==> src/dtg_pkg.sv <==
// constants, types and calendar helper functions for the day count to date block
// no dependencies
`timescale 1ns / 1ps

package dtg_pkg;

  localparam int DAY_COUNT_BITS = 24;
  localparam int DAYS_W = DAY_COUNT_BITS + 1;
  localparam int YEAR_W = DAY_COUNT_BITS;
  localparam int R400_W = 9;

  localparam int CFG_YEAR_W = 14;
  localparam int CFG_MONTH_W = 4;
  localparam int CFG_DAY_W = 5;

  localparam int OUT_YEAR_W = 16;
  localparam int OUT_MONTH_W = 4;
  localparam int OUT_DAY_W = 5;

  localparam int DAYS_PER_CYCLE = 146097;
  localparam int YEARS_PER_CYCLE = 400;
  localparam int YEAR_LIMIT = 65535;

  // reciprocal for the number of whole 400 year cycles in the day total
  localparam int QUOT_W = DAYS_W - 16;
  localparam int CYC_SHIFT = DAYS_W + 18;
  localparam int CYC_PROD_W = CYC_SHIFT + QUOT_W;
  localparam longint unsigned CYC_RECIP =
    ((64'd1 << CYC_SHIFT) + DAYS_PER_CYCLE - 1) / DAYS_PER_CYCLE;

  // reciprocal for the start year divided by 400
  localparam int YQ_W = CFG_YEAR_W - 8;
  localparam int Y_SHIFT = CFG_YEAR_W + 9;
  localparam int Y_PROD_W = Y_SHIFT + YQ_W;
  localparam int Y_RECIP = ((1 << Y_SHIFT) + YEARS_PER_CYCLE - 1) / YEARS_PER_CYCLE;

  localparam int PADDR_W = 4;
  localparam int PDATA_W = 32;

  localparam logic [1:0] REG_START_YEAR = 2'd0;
  localparam logic [1:0] REG_START_MONTH = 2'd1;
  localparam logic [1:0] REG_START_DAY = 2'd2;

  localparam logic [CFG_YEAR_W-1:0] RST_START_YEAR = 14'd2000;
  localparam logic [CFG_MONTH_W-1:0] RST_START_MONTH = 4'd1;
  localparam logic [CFG_DAY_W-1:0] RST_START_DAY = 5'd1;

  typedef struct packed {
    logic [CFG_YEAR_W-1:0] year;
    logic [CFG_MONTH_W-1:0] month;
    logic [CFG_DAY_W-1:0] day;
  } cfg_t;

  typedef struct packed {
    logic load;
    logic ymod;
    logic offs;
    logic divs;
    logic skip;
    logic ystep;
    logic mstep;
    logic oload;
  } dp_cmd_t;

  typedef struct packed {
    logic year_more;
    logic month_more;
  } dp_sts_t;

  // leap test from the year modulo 400
  function automatic logic leap400(input logic [R400_W-1:0] r);
    return (r != 9'd100) && (r != 9'd200) && (r != 9'd300) && (r[1:0] == 2'b00);
  endfunction

  function automatic logic [4:0] month_days(input logic [3:0] m, input logic leap);
    logic [4:0] len;
    case (m)
      4'd2: len = leap ? 5'd29 : 5'd28;
      4'd4, 4'd6, 4'd9, 4'd11: len = 5'd30;
      default: len = 5'd31;
    endcase
    return len;
  endfunction

  // days before the first of month m in a common year
  function automatic logic [8:0] month_base(input logic [3:0] m);
    logic [8:0] base;
    case (m)
      4'd2: base = 9'd31;
      4'd3: base = 9'd59;
      4'd4: base = 9'd90;
      4'd5: base = 9'd120;
      4'd6: base = 9'd151;
      4'd7: base = 9'd181;
      4'd8: base = 9'd212;
      4'd9: base = 9'd243;
      4'd10: base = 9'd273;
      4'd11: base = 9'd304;
      4'd12: base = 9'd334;
      default: base = 9'd0;
    endcase
    return base;
  endfunction

endpackage

==> src/dtg_ifs.sv <==
// valid/ready channel interfaces for the day count input and the date output
// depends on dtg_pkg
`timescale 1ns / 1ps

interface dtg_in_if;
  logic valid;
  logic ready;
  logic [dtg_pkg::DAY_COUNT_BITS-1:0] day_count;
  modport source(output valid, output day_count, input ready);
  modport sink(input valid, input day_count, output ready);
endinterface

interface dtg_out_if;
  logic valid;
  logic ready;
  logic [dtg_pkg::OUT_YEAR_W-1:0] out_year;
  logic [dtg_pkg::OUT_MONTH_W-1:0] out_month;
  logic [dtg_pkg::OUT_DAY_W-1:0] out_day;
  modport source(output valid, output out_year, output out_month, output out_day,
                 input ready);
  modport sink(input valid, input out_year, input out_month, input out_day,
               output ready);
endinterface

==> src/dtg_regs.sv <==
// apb configuration registers holding the start date
// depends on dtg_pkg
`timescale 1ns / 1ps

module dtg_regs (
  input  logic                          clk,
  input  logic                          rst,
  input  logic                          psel,
  input  logic                          penable,
  input  logic                          pwrite,
  input  logic [dtg_pkg::PADDR_W-1:0]   paddr,
  input  logic [dtg_pkg::PDATA_W-1:0]   pwdata,
  output logic [dtg_pkg::PDATA_W-1:0]   prdata,
  output logic                          pready,
  output dtg_pkg::cfg_t                 cfg
);

  logic [1:0] reg_idx;
  logic wr_en;

  assign pready = 1'b1;
  assign reg_idx = paddr[3:2];
  assign wr_en = psel && penable && pwrite;

  always_ff @(posedge clk) begin
    if (rst) begin
      cfg.year <= dtg_pkg::RST_START_YEAR;
      cfg.month <= dtg_pkg::RST_START_MONTH;
      cfg.day <= dtg_pkg::RST_START_DAY;
    end else if (wr_en) begin
      case (reg_idx)
        dtg_pkg::REG_START_YEAR: cfg.year <= pwdata[dtg_pkg::CFG_YEAR_W-1:0];
        dtg_pkg::REG_START_MONTH: cfg.month <= pwdata[dtg_pkg::CFG_MONTH_W-1:0];
        dtg_pkg::REG_START_DAY: cfg.day <= pwdata[dtg_pkg::CFG_DAY_W-1:0];
        default: ;
      endcase
    end
  end

  always_comb begin
    case (reg_idx)
      dtg_pkg::REG_START_YEAR: prdata = dtg_pkg::PDATA_W'(cfg.year);
      dtg_pkg::REG_START_MONTH: prdata = dtg_pkg::PDATA_W'(cfg.month);
      dtg_pkg::REG_START_DAY: prdata = dtg_pkg::PDATA_W'(cfg.day);
      default: prdata = '0;
    endcase
  end

endmodule

==> src/dtg_dp.sv <==
// datapath: reciprocal multiplies for the 400 year split, year and month stepping,
// result register; depends on dtg_pkg
`timescale 1ns / 1ps

module dtg_dp (
  input  logic                                   clk,
  input  dtg_pkg::dp_cmd_t                       cmd,
  input  dtg_pkg::cfg_t                          cfg,
  input  logic [dtg_pkg::DAY_COUNT_BITS-1:0]     day_count,
  output dtg_pkg::dp_sts_t                       sts,
  output logic [dtg_pkg::OUT_YEAR_W-1:0]         out_year,
  output logic [dtg_pkg::OUT_MONTH_W-1:0]        out_month,
  output logic [dtg_pkg::OUT_DAY_W-1:0]          out_day
);

  logic [dtg_pkg::DAYS_W-1:0] days;
  logic [dtg_pkg::YEAR_W-1:0] year;
  logic [dtg_pkg::QUOT_W-1:0] quot;
  logic [dtg_pkg::YQ_W-1:0] yq;
  logic [dtg_pkg::R400_W-1:0] r400;
  logic [3:0] month;

  logic [dtg_pkg::Y_PROD_W-1:0] y_prod;
  logic [dtg_pkg::CFG_YEAR_W-1:0] y_rem;
  logic [dtg_pkg::CYC_PROD_W-1:0] cyc_prod;

  logic [3:0] mc;
  logic [4:0] dc;
  logic [4:0] dim_s;
  logic leap_s;
  logic leap_r;
  logic [8:0] offset;
  logic [8:0] dy;
  logic [4:0] dm;

  // start year over 400 and whole 400 year cycles in the day total
  always_comb begin
    y_prod = dtg_pkg::Y_PROD_W'(cfg.year) * dtg_pkg::Y_PROD_W'(dtg_pkg::Y_RECIP);
    y_rem = year[dtg_pkg::CFG_YEAR_W-1:0]
            - dtg_pkg::CFG_YEAR_W'(yq) * dtg_pkg::CFG_YEAR_W'(dtg_pkg::YEARS_PER_CYCLE);
    cyc_prod = dtg_pkg::CYC_PROD_W'(days) * dtg_pkg::CYC_PROD_W'(dtg_pkg::CYC_RECIP);
  end

  // start date clamp and day offset within the start year
  always_comb begin
    if (cfg.month == 4'd0) begin
      mc = 4'd1;
    end else if (cfg.month > 4'd12) begin
      mc = 4'd12;
    end else begin
      mc = cfg.month;
    end
    leap_s = dtg_pkg::leap400(r400);
    dim_s = dtg_pkg::month_days(mc, leap_s);
    if (cfg.day == 5'd0) begin
      dc = 5'd1;
    end else if (cfg.day > dim_s) begin
      dc = dim_s;
    end else begin
      dc = cfg.day;
    end
    offset = dtg_pkg::month_base(mc) + {8'd0, leap_s && (mc > 4'd2)} + {4'd0, dc} - 9'd1;
  end

  always_comb begin
    leap_r = dtg_pkg::leap400(r400);
    dy = leap_r ? 9'd366 : 9'd365;
    dm = dtg_pkg::month_days(month, leap_r);
    sts.year_more = days >= dtg_pkg::DAYS_W'(dy);
    sts.month_more = (month < 4'd12) && (days >= dtg_pkg::DAYS_W'(dm));
  end

  always_ff @(posedge clk) begin
    if (cmd.load) begin
      days <= {1'b0, day_count};
      year <= dtg_pkg::YEAR_W'(cfg.year);
      yq <= y_prod[dtg_pkg::Y_PROD_W-1:dtg_pkg::Y_SHIFT];
    end
    if (cmd.ymod) begin
      r400 <= y_rem[dtg_pkg::R400_W-1:0];
    end
    if (cmd.offs) begin
      days <= days + dtg_pkg::DAYS_W'(offset);
    end
    if (cmd.divs) begin
      quot <= cyc_prod[dtg_pkg::CYC_PROD_W-1:dtg_pkg::CYC_SHIFT];
    end
    if (cmd.skip) begin
      year <= year + dtg_pkg::YEAR_W'(quot) * dtg_pkg::YEAR_W'(dtg_pkg::YEARS_PER_CYCLE);
      days <= days - dtg_pkg::DAYS_W'(quot) * dtg_pkg::DAYS_W'(dtg_pkg::DAYS_PER_CYCLE);
      month <= 4'd1;
    end
    if (cmd.ystep) begin
      days <= days - dtg_pkg::DAYS_W'(dy);
      year <= year + 1'b1;
      r400 <= (r400 == dtg_pkg::R400_W'(dtg_pkg::YEARS_PER_CYCLE - 1)) ? '0 : r400 + 1'b1;
    end
    if (cmd.mstep) begin
      days <= days - dtg_pkg::DAYS_W'(dm);
      month <= month + 1'b1;
    end
    if (cmd.oload) begin
      if (year > dtg_pkg::YEAR_W'(dtg_pkg::YEAR_LIMIT)) begin
        out_year <= dtg_pkg::OUT_YEAR_W'(dtg_pkg::YEAR_LIMIT);
        out_month <= 4'd12;
        out_day <= 5'd31;
      end else begin
        out_year <= year[dtg_pkg::OUT_YEAR_W-1:0];
        out_month <= month;
        out_day <= days[dtg_pkg::OUT_DAY_W-1:0] + 1'b1;
      end
    end
  end

endmodule

==> src/dtg_ctrl.sv <==
// controller state machine sequencing the datapath and the channel handshakes
// depends on dtg_pkg
`timescale 1ns / 1ps

module dtg_ctrl (
  input  logic              clk,
  input  logic              rst,
  input  logic              in_valid,
  output logic              in_ready,
  output logic              out_valid,
  input  logic              out_ready,
  input  dtg_pkg::dp_sts_t  sts,
  output dtg_pkg::dp_cmd_t  cmd
);

  localparam logic [2:0] S_IDLE = 3'd0;
  localparam logic [2:0] S_YMOD = 3'd1;
  localparam logic [2:0] S_OFFS = 3'd2;
  localparam logic [2:0] S_DIV = 3'd3;
  localparam logic [2:0] S_SKIP = 3'd4;
  localparam logic [2:0] S_YEAR = 3'd5;
  localparam logic [2:0] S_MON = 3'd6;

  logic [2:0] state;
  logic [2:0] state_next;
  logic out_valid_next;

  always_comb begin
    state_next = state;
    cmd = '0;
    in_ready = 1'b0;
    case (state)
      S_IDLE: begin
        in_ready = 1'b1;
        if (in_valid) begin
          cmd.load = 1'b1;
          state_next = S_YMOD;
        end
      end
      S_YMOD: begin
        cmd.ymod = 1'b1;
        state_next = S_OFFS;
      end
      S_OFFS: begin
        cmd.offs = 1'b1;
        state_next = S_DIV;
      end
      S_DIV: begin
        cmd.divs = 1'b1;
        state_next = S_SKIP;
      end
      S_SKIP: begin
        cmd.skip = 1'b1;
        state_next = S_YEAR;
      end
      S_YEAR: begin
        if (sts.year_more) begin
          cmd.ystep = 1'b1;
        end else begin
          state_next = S_MON;
        end
      end
      S_MON: begin
        if (sts.month_more) begin
          cmd.mstep = 1'b1;
        end else if (!out_valid || out_ready) begin
          cmd.oload = 1'b1;
          state_next = S_IDLE;
        end
      end
      default: state_next = S_IDLE;
    endcase
  end

  always_comb begin
    if (cmd.oload) begin
      out_valid_next = 1'b1;
    end else if (out_ready) begin
      out_valid_next = 1'b0;
    end else begin
      out_valid_next = out_valid;
    end
  end

  always_ff @(posedge clk) begin
    if (rst) begin
      state <= S_IDLE;
      out_valid <= 1'b0;
    end else begin
      state <= state_next;
      out_valid <= out_valid_next;
    end
  end

endmodule

==> src/day_count_to_gregorian_date.sv <==
// top level: converts a day count into a gregorian date after a start date
// depends on dtg_pkg, dtg_ifs, dtg_regs, dtg_ctrl, dtg_dp
`timescale 1ns / 1ps
//
// din carries one day count per transaction; dout returns one date
// (year, month, day) per transaction, in order. the start date is to be set
// over the apb port only while the block is idle; the block itself does not
// enforce this. reset loads 2000-01-01. after acceptance a conversion takes
// one step each for the start year modulo 400, the offset in the start
// year, the reciprocal multiply that counts whole 400 year cycles and the
// cycle skip, then one step per remaining whole year (up to 399) plus one,
// and one per month (up to 11) plus one to load the result.
// one count is converted at a time; din is ready only while no
// conversion is running, so no new count is taken before the last one has
// finished. the result sits in an output register, so a new count is taken
// while dout stalls; a finished conversion waits for the register to free
// up. reset returns the controller to idle and drops dout.valid. years
// above 65535 saturate to 65535-12-31.
//

module day_count_to_gregorian_date (
  input  logic                          clk,
  input  logic                          rst,
  dtg_in_if.sink                        din,
  dtg_out_if.source                     dout,
  input  logic                          psel,
  input  logic                          penable,
  input  logic                          pwrite,
  input  logic [dtg_pkg::PADDR_W-1:0]   paddr,
  input  logic [dtg_pkg::PDATA_W-1:0]   pwdata,
  output logic [dtg_pkg::PDATA_W-1:0]   prdata,
  output logic                          pready
);

  dtg_pkg::cfg_t cfg;
  dtg_pkg::dp_cmd_t cmd;
  dtg_pkg::dp_sts_t sts;

  dtg_regs u_regs (
    .clk     (clk),
    .rst     (rst),
    .psel    (psel),
    .penable (penable),
    .pwrite  (pwrite),
    .paddr   (paddr),
    .pwdata  (pwdata),
    .prdata  (prdata),
    .pready  (pready),
    .cfg     (cfg)
  );

  dtg_ctrl u_ctrl (
    .clk       (clk),
    .rst       (rst),
    .in_valid  (din.valid),
    .in_ready  (din.ready),
    .out_valid (dout.valid),
    .out_ready (dout.ready),
    .sts       (sts),
    .cmd       (cmd)
  );

  dtg_dp u_dp (
    .clk       (clk),
    .cmd       (cmd),
    .cfg       (cfg),
    .day_count (din.day_count),
    .sts       (sts),
    .out_year  (dout.out_year),
    .out_month (dout.out_month),
    .out_day   (dout.out_day)
  );

`ifndef SYNTH
  a_busy_after_accept: assert property (@(posedge clk) disable iff (rst)
    (din.valid && din.ready) |=> !din.ready)
    else $error("input accepted while a conversion is running");

  a_month_range: assert property (@(posedge clk) disable iff (rst)
    dout.valid |-> (dout.out_month >= 4'd1 && dout.out_month <= 4'd12))
    else $error("result month out of range");

  a_day_nonzero: assert property (@(posedge clk) disable iff (rst)
    dout.valid |-> (dout.out_day != 5'd0))
    else $error("result day is zero");

  a_one_command: assert property (@(posedge clk) disable iff (rst)
    $onehot0(cmd))
    else $error("more than one datapath command at once");
`endif

endmodule

==> src/flat_wrapper.sv <==
// flat-port wrapper written by rule: the top's interface ports become plain ports
module day_count_to_gregorian_date_flat 
  (clk, rst, psel, penable, pwrite, paddr, pwdata, prdata, pready, din_valid, din_day_count, din_ready, dout_valid, dout_out_year, dout_out_month, dout_out_day, dout_ready);
  dtg_in_if din_i ();
  dtg_out_if dout_i ();
  input  logic clk;
  input  logic rst;
  input  logic psel;
  input  logic penable;
  input  logic pwrite;
  input  logic [dtg_pkg::PADDR_W-1:0] paddr;
  input  logic [dtg_pkg::PDATA_W-1:0] pwdata;
  output logic [dtg_pkg::PDATA_W-1:0] prdata;
  output logic pready;
  input wire logic [$bits(din_i.valid)-1:0] din_valid;
  input wire logic [$bits(din_i.day_count)-1:0] din_day_count;
  output wire logic [$bits(din_i.ready)-1:0] din_ready;
  output wire logic [$bits(dout_i.valid)-1:0] dout_valid;
  output wire logic [$bits(dout_i.out_year)-1:0] dout_out_year;
  output wire logic [$bits(dout_i.out_month)-1:0] dout_out_month;
  output wire logic [$bits(dout_i.out_day)-1:0] dout_out_day;
  input wire logic [$bits(dout_i.ready)-1:0] dout_ready;
  assign din_i.valid = din_valid;
  assign din_i.day_count = din_day_count;
  assign din_ready = din_i.ready;
  assign dout_valid = dout_i.valid;
  assign dout_out_year = dout_i.out_year;
  assign dout_out_month = dout_i.out_month;
  assign dout_out_day = dout_i.out_day;
  assign dout_i.ready = dout_ready;
  day_count_to_gregorian_date u_core (.clk(clk), .rst(rst), .din(din_i), .dout(dout_i), .psel(psel), .penable(penable), .pwrite(pwrite), .paddr(paddr), .pwdata(pwdata), .prdata(prdata), .pready(pready));
endmodule
==> config.mk <==
export PLATFORM = sky130hd
export DESIGN_NAME = day_count_to_gregorian_date_flat
export DESIGN_NICKNAME = d
export VERILOG_FILES = /design/src/dtg_pkg.sv /design/src/dtg_ifs.sv /design/src/dtg_regs.sv /design/src/dtg_dp.sv /design/src/dtg_ctrl.sv /design/src/day_count_to_gregorian_date.sv /design/src/flat_wrapper.sv
export SDC_FILE = /design/constraint.sdc
export NUM_CORES = 1
export LEC_CHECK = 0
export BUFFER_PORTS_ARGS = -buffer_cell sky130_fd_sc_hd__clkbuf_2
export CELL_PAD_IN_SITES_DETAIL_PLACEMENT = 1
export CELL_PAD_IN_SITES_GLOBAL_PLACEMENT = 1
export CORE_ASPECT_RATIO = 2
export CORE_MARGIN = 2
export CORE_UTILIZATION = 46
export CTS_CLUSTER_DIAMETER = 120
export DETAILED_ROUTE_END_ITERATION = 7
export PLACE_DENSITY_LB_ADDON = 0.15
export SETUP_SLACK_MARGIN = 0.2
export SLEW_MARGIN = 30
export SYNTH_ARGS = -nofsm -noshare
export SYNTH_HDL_FRONTEND = slang
export SYNTH_SLANG_ARGS = --single-unit
==> constraint.sdc <==
create_clock -name clk -period 6.1 [get_ports clk]
set_clock_uncertainty 0.05 [all_clocks]
set_input_delay 0.305 -clock clk [delete_from_list [all_inputs] [get_ports clk]]
set_output_delay 0.305 -clock clk [all_outputs]
set_load 0.005 [all_outputs]
* Yosys cells after proc, flatten, opt, wreduce, memory -nomap -nowiden
Memory sizes are Yosys's and may differ from the RTL's.
Cells that the tools add are included.
** Storage, ports and cells
- Memories kept :: 1
- Bits in read-only memories :: 144
- Input bits :: 67
- Flip-flop bits (word level) :: 128
- Word-level logic and storage cells :: 133
- Bits in latches :: 0
- Memory bits (writable) :: 0
** Memories
- (name not given) :: words 16, width 9, rd ports 1, clocked after memory_dff 0, write ports 0, line dtg_pkg.sv:88 : case (m)
** Cells by class
- Add/sub/neg operators :: 13
- Divide/modulo/power cells :: 0
- Equal/unequal tests :: 26
- Multiply operators :: 5
- Shifts and indexed selects :: 0
- Magnitude comparators :: 7
- Bitwise operators :: 0
- Multiplexer cells :: 42
- Reductions and logical operators :: 25
** Operators with widths (count)
- two-way mux 25 bit :: 5
- two-way mux 24 bit :: 3
- multiplier 25 x 24 -> 49 bit, second input constant :: 1
- case mux 14 bit (3 select lines) :: 1
- multiplier 14 x 13 -> 27 bit, second input constant :: 1
- two-way mux 9 bit :: 3
- adder 25 x 9 -> 25 bit :: 1
- greater-or-equal comparator 25 x 5 -> 1 bit :: 1
- greater-or-equal comparator 25 x 9 -> 1 bit :: 1
- multiplier 8 x 18 -> 25 bit, second input constant :: 1
- subtractor 25 bit :: 1
- subtractor 25 x 5 -> 25 bit :: 1
- subtractor 25 x 9 -> 25 bit :: 1
- adder 24 x 1 -> 24 bit, second input constant :: 1
- adder 24 x 17 -> 24 bit :: 1
- > comparator 24 x 16 -> 1 bit, second input constant :: 1
- case mux 3 bit (7 select lines) :: 1
- equality test 4 x 3 -> 1 bit, second input constant :: 4
- equality test 4 bit, second input constant :: 4
- two-way mux 4 bit :: 4
- two-way mux 1 bit :: 15
- multiplier 8 x 5 -> 13 bit, second input constant :: 1
- two-way mux 3 bit :: 4
- two-way mux 5 bit :: 2
- 38 further kinds :: 59

* Logic depth before layout (Yosys ltp)
Gate-level depths: netlist of the first run.
- Depth in word-level cells :: 16
- Mapped depth :: 36
- Depth with buffers taken out :: 34

* By module
Synthesis of the first run repeated with hierarchy kept, for this count alone.
** Second synthesis, totals
- Cell total of the unflattened synthesis :: 2730
- Area, all modules :: 26539.2 um2
** Modules (own cells, without submodules)
- dtg_dp :: cells each 2552, times used 1, area each 24922.7 um2
- dtg_regs :: cells each 143, times used 1, area each 1305.0 um2
- dtg_ctrl :: cells each 35, times used 1, area each 311.5 um2

* Worst setup path before layout of the first run
Ideal clock, no wire load.
- Path type :: register -> register
- Start point :: register u_core.u_regs.cfg[7] (netlist name)
- End point :: register u_core.u_dp.days[22] (netlist bit), data pin
- Period minus slack after synthesis :: 6.666 ns
- Cell stages (with the launch flop) :: 37
- Arrival :: 6.357 ns
- Setup slack :: -0.566 ns
- Path buffers :: 2
- Cell sequence :: dfxtp_1 clkbuf_1 clkbuf_1 nand2_1 nand2_1 inv_1 ha_1 o21ai_0 o21ai_0 o21ai_0 ha_1 a2111oi_0 o21ai_0 inv_1 o22ai_1 a21oi_1 ha_1 inv_1 ha_1 inv_1 fa_1 nor2b_1 o21ai_0 a21boi_0 o21a_1 o21ai_0 nand2b_1 a21oi_1 xnor2_1 ha_1 nand3_1 or3b_2 a21oi_1 nand3_1 xnor2_1 a21oi_1 a211o_1
** On the way
- Word-level cells in the longest chain between the ends :: 16
- Elaborated cells between the ends (all ways) :: 25
** Ends and longest elaborated chain
- > comparator 4 bit :: line dtg_dp.sv:48 : end else if (cfg.month > 4'd12) begin
- two-way mux 4 bit :: line dtg_dp.sv:48
- two-way mux 4 bit (*) :: line dtg_dp.sv:46 : if (cfg.month == 4'd0) begin
- equality test 4 x 3 -> 1 bit / equality test 4 bit (equally long branches) :: line dtg_pkg.sv:77 : case (m)
- OR reduction 4 bit :: line dtg_pkg.sv:77
- case mux 2 bit (2 select lines) :: line dtg_pkg.sv:77
- > comparator 5 bit :: line dtg_dp.sv:57 : end else if (cfg.day > dim_s) begin
- two-way mux 5 bit :: line dtg_dp.sv:57
- two-way mux 5 bit :: line dtg_dp.sv:55 : if (cfg.day == 5'd0) begin
- adder 9 x 5 -> 9 bit (*) :: line dtg_dp.sv:62 : offset = dtg_pkg::month_base(mc) + {8'd0, leap_s && (mc > 4'd2)} + {4'd0, dc} - 9'd1;
- subtractor 9 x 1 -> 9 bit (*) :: line dtg_dp.sv:62
- adder 25 x 9 -> 25 bit (*) :: line dtg_dp.sv:83 : days <= days + dtg_pkg::DAYS_W'(offset);
- two-way mux 25 bit (*) :: line dtg_dp.sv:82 : if (cmd.offs) begin
- two-way mux 25 bit (*) :: line dtg_dp.sv:88 : if (cmd.skip) begin
- two-way mux 25 bit (*) :: line dtg_dp.sv:93 : if (cmd.ystep) begin
- two-way mux 25 bit (*) :: line dtg_dp.sv:98 : if (cmd.mstep) begin
- end signal, assigned :: line dtg_dp.sv:83
- end signal, assigned :: line dtg_dp.sv:94 : days <= days - dtg_pkg::DAYS_W'(dy);
- end signal, assigned :: line dtg_dp.sv:99 : days <= days - dtg_pkg::DAYS_W'(dm);
- end, declared :: line dtg_dp.sv:16 : logic [dtg_pkg::DAYS_W-1:0] days;
Every way passes the cells marked *; elsewhere a longest branch is shown, timed or not.
A chain may end at the register's enable or synchronous reset.

* Final worst setup path of the first run
- Start point :: register u_core.u_dp.r400[2] (netlist bit)
- End point :: register u_core.u_dp.days[24] (netlist bit), data pin
** On the way
- Word-level cells in the longest chain between the ends :: 16
- Elaborated cells between the ends (all ways) :: 31
** Ends and longest elaborated chain
- start, declared :: line dtg_dp.sv:20 : logic [dtg_pkg::R400_W-1:0] r400;
- start signal, assigned :: line dtg_dp.sv:80 : r400 <= y_rem[dtg_pkg::R400_W-1:0];
- start signal, assigned :: line dtg_dp.sv:96 : r400 <= (r400 == dtg_pkg::R400_W'(dtg_pkg::YEARS_PER_CYCLE - 1)) ? '0 : r400 + 1'b1;
- inequality test 9 x 7 -> 1 bit / inequality test 9 x 8 -> 1 bit (equally long branches) :: line dtg_pkg.sv:72 : return (r != 9'd100) && (r != 9'd200) && (r != 9'd300) && (r[1:0] == 2'b00);
- logical AND 1 bit :: line dtg_pkg.sv:72
- logical AND 1 bit (*) (2 in series) :: line dtg_pkg.sv:72
- two-way mux 1 bit :: line dtg_pkg.sv:78 : 4'd2: len = leap ? 5'd29 : 5'd28;
- case mux 2 bit (2 select lines) :: line dtg_pkg.sv:77
- > comparator 5 bit :: line dtg_dp.sv:57
- two-way mux 5 bit :: line dtg_dp.sv:57
- two-way mux 5 bit :: line dtg_dp.sv:55
- adder 9 x 5 -> 9 bit :: line dtg_dp.sv:62
- subtractor 9 x 1 -> 9 bit :: line dtg_dp.sv:62
- adder 25 x 9 -> 25 bit :: line dtg_dp.sv:83
- two-way mux 25 bit :: line dtg_dp.sv:82
- two-way mux 25 bit :: line dtg_dp.sv:88
- two-way mux 25 bit :: line dtg_dp.sv:93
- two-way mux 25 bit (*) :: line dtg_dp.sv:98
Marks and branches as above.

==> results.py, run 1 <==
metrics = {
    "run_status": {
        "run_status": "finished, violations left",
        "violations": "setup timing",
    },
    "detailed_routing": {
        "vias": 21910,
        "drtIter0Drc": 956,
        "postRouteAntennaNets": 0,
        "wirelength_um": 96060,
        "drt_pre_antenna_iters": 5,
        "via_per_inst": 5.749,
        "avgRoutedWirePerCell_um": 25.21,
        "post-route-drc-count": 0,
    },
    "cts": {
        "cts_tree": "done",
        "clockBufferDepth": 2,
        "cts_buffers": 17,
        "clkSinkCount": 127,
        "clk_latency_ns": 0.46,
        "ctsHtreeMaxLevel": 4,
        "cts_root_buf": "clkbuf_16",
        "clkSlewWorstSetupHoldPaths_ns": 0.08,
    },
    "synth": {
        "synth_simple_gate_area_share_pct": 9.228,
        "synth-xor-area-share_pct": 4.083,
        "synth_area_um2": 26170,
        "synth_ff_type": "edfxtp_1",
        "async_flop_share_pct": 0,
        "ys_seq_area_share_pct": 13.54,
        "syn_avg_cell_area_um2": 9.674,
        "postSynthCellCount": 2705,
        "yosys.area_share.adder_pct": 51.80,
        "synth_enable_flop_cells": 100,
        "ys_ff_latch": 127,
        "synth_top_family_by_area": "adder cells",
        "yosysUniqueCellTypes": 82,
        "synth_compound_area_share_pct": 11.51,
        "synth_mux_area_share_pct": 0.8463,
        "yosys_warnings": 0,
    },
    "setup_path": {
        "required_ns": 6.25,
        "cp-startpoint": "u_core.u_dp.r400[2]",
        "cp_slowest_stage_delay_ns": 0.46,
        "crit_fanout": 7,
        "critPathLaunchType": "flop",
        "rr_startpoint": "u_core.u_dp.r400[2]",
        "worst_path_most_repeated_cell": "o21ai_2",
        "cp_slowest_cell": "or3b_4",
        "crit_type": "flop to flop",
        "worst-r2r-cell-count": 34,
        "critPathArrivalTime_ns": 6.58,
        "cp-end-kind": "flop",
    },
    "timing": {
        "period_needed_ns": 6.426,
        "layout_setup_ws_ns": -0.3259,
        "slew_headroom_pct": 37.41,
        "fin_setup_tns_ns": -5.186,
        "final_max_slew_viol_count": 0,
        "setup_violations": 23,
        "post-route-period-util_pct": 105.3,
        "whs_ns": 0.005493,
        "max_freq_ghz": 0.1556,
        "tightest_slew_ns": 0.9369,
        "rsz0062_at_grt": "yes",
        "final-hold-violation-count": 0,
    },
    "final_layout": {
        "fill_cells": 6397,
        "final_cell_area_um2": 30910,
        "layout_common_cells": "inv_1, ha_1, fa_1",
        "fin_nets": 3989,
        "final_common_cell": "inv_1",
        "area_growth_pct": 18.14,
        "drive_above_1_share_pct": 18.49,
        "num_antenna_cells": 0,
        "finalNonFillerCells": 3811,
    },
    "grt": {
        "grt_max_degree": 55,
        "antenna_found_initial": 1,
        "grt_pass1_vias": 25530,
        "grt_pass1_wl_um": 145600,
        "grt_overflow_total": 0,
        "grt_use_total_pct": 32.84,
    },
    "floorplanning": {
        "start_util_pct": 46.59,
        "core-area_um2": 56170,
        "die_area_um2": 58930,
        "rows": 123,
        "io-pin-count": 127,
        "chipWidth_um": 172.7,
        "die_height_um": 341.3,
    },
    "place": {
        "gp_congestion": 0.9710,
        "dp_hpwl_um": 81750,
        "placed_cells": 3743,
        "place_area_um2": 29390,
        "io_buffers": 87,
    },
    "run": {
        "cap_violations": 0,
    },
    "hold_path": {
        "hold_depth": 2,
        "worstHoldStart": "pwdata[10]",
        "worstHoldPathType": "input pin to flop",
    },
}
## cell type report
cell class / instances / area [µm²] / share of cell area [%]
Tap cell: 750 / 938.4 / 3.035
Clock inverter: 15 / 191.4 / 0.6192
Clock buffer: 17 / 425.4 / 1.376
Timing Repair Buffer: 375 / 2673 / 8.645
Inverter: 531 / 2002 / 6.476
Multi-Input combinational cell: 1996 / 21140 / 68.39
Sequential cell: 127 / 3543 / 11.46
## critical path, delay by kind of cell, from the launching register on
kind,cells,cell delay [ns]
and+or+nand+nor,7,1.28
buffers and inverters,6,0.55
DFF,1,0.43
adders and majority gates,5,1.36
AOI/OAI and AO/OA,15,2.31
xor gates and xnor gates,1,0.17
## metal layers
| metal | global-route usage, % | vias up | wire length [µm] |
|---|---|---|---|
| li1 | - | 9796 | - |
| met1 | 33.37 | 11160 | 33830 |
| met2 | 63.10 | 636 | 51930 |
| met3 | 3.122 | 319 | 2736 |
| met4 | 21.96 | 2 | 7548 |
| met5 | 0 | - | 13 |
## repair_timing
item / CTS / global route
hold endpoints to repair: 2 / 0
resized for setup: 58 / 84
hold buffers: 2 / 0
setup buffers: 21 / 13
pin swaps: 68 / 74
endpoints found under the setup margin: 28 / 29
## registers in the layout, summed over array words and instances, names as in the netlist
signal / flops
u_core.u_dp.quot: 8
u_core.u_dp.out_day: 5
u_core.u_dp.year: 24
u_core.u_dp.out_year: 16
u_core.u_dp.out_month: 4
u_core.u_dp.month: 4
u_core.u_ctrl.state: 3
u_core.u_dp.r400: 9
u_core.u_dp.yq: 5
u_core.u_dp.days: 25
u_core.u_ctrl.out_valid: 1
u_core.u_regs.cfg: 23
## cell families (layout without fill, tap and decap cells)
logic type / after synthesis / count (layout)
buffers and inverters: 599 / 938
multiplexers: 22 / 22
flip-flops: 127 / 127
AND/OR/NAND/NOR: 498 / 498
other: 2 / 19
AO/OA/AOI/OAI: 461 / 461
XOR/XNOR: 122 / 122
adder cells (fa/ha/maj): 874 / 874
## cells in the mapped netlist (all sizes together) (17+ instances only)
cell    count  area share [%]
nor2b      17            0.41
mux2i      21            0.80
buf        31            0.81
clkbuf     37            0.53
o22ai      19            0.45
inv       530             7.6
a21o       36             1.0
fa        349              27
nor3       47            0.90
dfxtp      27             2.1
or2        18            0.43
nand2     139             2.0
a211oi     19            0.55
xor2       37             1.2
a21oi     123             2.4
xnor2      85             2.8
ha        525              25
o21ai     101             1.9
nand4      23            0.55
nor2      112             1.6
edfxtp    100              11
a31oi      20            0.48
nand3      59             1.1
## metrics by stage
stage,utilization (%),worst slack [ns]
floorplan,-,0.02311
global placement,52.29,-0.3260
detailed placement,52.31,-0.4754
CTS,54.15,-0.2889
global route,55.04,-0.6072
finish,55.04,-0.3259
## path summary, 6_finish.rpt
path                            to  slack, ns
max           u_core.u_dp.days[24]      -0.33
min          u_core.u_regs.cfg[19]      0.005
max reg2reg   u_core.u_dp.days[24]      -0.33
min reg2reg   u_core.u_regs.cfg[3]       0.51
Power of run 1 is not shown: default switching activity piles up to over one toggle a cycle in this logic, so the estimate is an artifact.
==> run 2, diff against run 1 <==
- CORE_MARGIN: 2 -> not set
==> run 2 against run 1 <==
The run still ends with setup timing left. Setup slack gained 0.046 ns. Global-route usage grew 1.2 points. Non-clock buffer count grew 10. First-iteration DRC count grew 21%. Worst hold slack gained 0.020 ns. Sequential cell count is the same. Register-to-register slack gained 0.05 ns. Cell count grew 0.26%. Critical path depth grew 1. Via count grew 0.15%. Routed wire length shrank 1.6%.
==> results.py, run 2 (synthesized netlist as in run 1, its figures left out) <==
metrics = {
    "detailed_routing": {
        "drtIter0Drc": 1156,
        "post-route-drc-count": 0,
        "vias": 21940,
        "wirelength_um": 94530,
        "postRouteAntennaNets": 0,
        "avgRoutedWirePerCell_um": 24.74,
        "drt_pre_antenna_iters": 5,
        "via_per_inst": 5.742,
    },
    "timing": {
        "period_needed_ns": 6.380,
        "whs_ns": 0.02558,
        "tightest_slew_ns": 0.8526,
        "slew_headroom_pct": 41.69,
        "post-route-period-util_pct": 104.6,
        "rsz0062_at_grt": "yes",
        "final-hold-violation-count": 0,
        "final_max_slew_viol_count": 0,
        "setup_violations": 23,
        "max_freq_ghz": 0.1567,
        "layout_setup_ws_ns": -0.2802,
    },
    "place": {
        "placed_cells": 3734,
        "dp_hpwl_um": 80580,
        "io_buffers": 87,
        "gp_congestion": 1.006,
        "place_area_um2": 29310,
    },
    "setup_path": {
        "critPathLaunchType": "flop",
        "critPathBufInv": 5,
        "required_ns": 6.27,
        "critPathArrivalTime_ns": 6.55,
        "cp_slowest_stage_delay_ns": 0.44,
        "crit_fanout": 6,
        "worst_path_most_repeated_cell": "o21ai_2",
        "crit_type": "flop to flop",
        "regToRegSetupSlack_ns": -0.28,
        "rr_endpoint": "u_core.u_dp.days[24]",
        "cp_slowest_cell": "edfxtp_1",
        "cp-end-kind": "flop",
        "worst-r2r-cell-count": 35,
        "rr_startpoint": "u_core.u_dp.r400[2]",
        "crit_family": "compound AO/OA/AOI/OAI gates",
    },
    "hold_path": {
        "worstHoldStart": "pwdata[13]",
        "worstHoldPathType": "input pin to flop",
        "hold_end": "u_core.u_regs.cfg[22]",
        "hold_depth": 3,
    },
    "cts": {
        "cts_tree": "done",
        "clkSinkCount": 127,
        "clk_latency_ns": 0.47,
        "clockBufferDepth": 2,
        "clkSlewWorstSetupHoldPaths_ns": 0.07,
        "cts_buffers": 17,
        "cts_root_buf": "clkbuf_16",
        "ctsHtreeMaxLevel": 4,
    },
    "final_layout": {
        "area_growth_pct": 17.83,
        "final_common_cell": "inv_1",
        "top_regs": "u_core.u_dp.days: 25 flops, u_core.u_dp.year: 24 flops, u_core.u_regs.cfg: 23 flops",
        "fin_nets": 3999,
        "drive_above_1_share_pct": 18.20,
        "final_util_pct": 54.89,
        "largest_reg_flops": 25,
        "layout_common_cells": "inv_1, ha_1, fa_1",
        "final_cell_area_um2": 30830,
        "fill_cells": 6350,
        "num_antenna_cells": 0,
        "top_register": "u_core.u_dp.days",
        "finalNonFillerCells": 3821,
    },
    "grt": {
        "grt_pass1_wl_um": 144700,
        "grt_pass1_vias": 25300,
        "grt_use_total_pct": 34.02,
        "grt_max_degree": 55,
        "grt_overflow_total": 0,
        "antenna_found_initial": 1,
    },
    "floorplanning": {
        "core-area_um2": 56170,
        "chipWidth_um": 170.7,
        "rows": 123,
        "die_area_um2": 57900,
        "die_height_um": 339.3,
        "start_util_pct": 46.59,
        "io-pin-count": 127,
    },
    "run_status": {
        "violations": "setup timing",
        "run_status": "finished, violations left",
    },
    "run": {
        "cap_violations": 0,
    },
}
[run 2: cell type report]
cell class | count | area [µm²] | area share, %
flip-flops and latches | 127 | 3543 | 11.49
multi-input cells | 1996 | 21020 | 68.17
repair buffers | 385 | 2755 | 8.935
clock inverters | 14 | 147.6 | 0.4788
inverters | 531 | 2002 | 6.492
well taps | 750 | 938.4 | 3.043
clock buffers | 18 | 429.2 | 1.392
[run 2: how the worst max path moves through the flow]
stage | to | cells after the start | start
floorplan | u_core.u_dp.quot[2] | 19 | u_core.u_dp.days[6]
global placement | u_core.u_dp.days[14] | 35 | u_core.u_dp.r400[7]
detailed placement | u_core.u_dp.days[23] | 35 | u_core.u_dp.r400[7]
CTS | u_core.u_dp.days[22] | 34 | u_core.u_dp.r400[5]
global route | u_core.u_dp.days[22] | 34 | u_core.u_dp.r400[7]
finish | u_core.u_dp.days[24] | 35 | u_core.u_dp.r400[2]
[run 2: layer usage]
metal / up-vias / share of wire (%) / wire length, µm / track usage, %
li1: 9802 / - / - / -
met1: 11140 / 35 / 32650 / 34.33
met2: 662 / 53 / 50030 / 62.74
met3: 333 / 4.5 / 4286 / 5.188
met4: 2 / 8.0 / 7553 / 23.74
met5: - / 0.015 / 14 / 0
[run 2: worst register-to-register path, delay by kind of cell (launching register included)]
family          cells  cell delay [ns]
xor+xnor            2             0.29
compound gates     15             2.02
flops               1             0.44
fa+ha+maj           5             1.40
buf+inv             5             0.51
simple gates        8             1.41
[run 2: metrics by stage]
| stage | worst slack (ns) | setup TNS [ns] |
|---|---|---|
| final | -0.2802 | -3.996 |
| after global routing | -0.5782 | -10.60 |
| after CTS | -0.3571 | -4.811 |
| after detailed placement | -0.6638 | -10.93 |
| after global placement | -0.3700 | -4.395 |
| after floorplan | 0.02311 | 0 |
[run 2: timing repair]
action                                 in CTS  in global routing
pin swaps                                 102                 40
hold buffers                                7                  0
endpoints found under the hold margin       7                  0
buffers inserted                           32                 16
gates resized for setup                    96                 34
setup endpoints to repair                  29                 33
Power of run 2 is left out for the same reason.
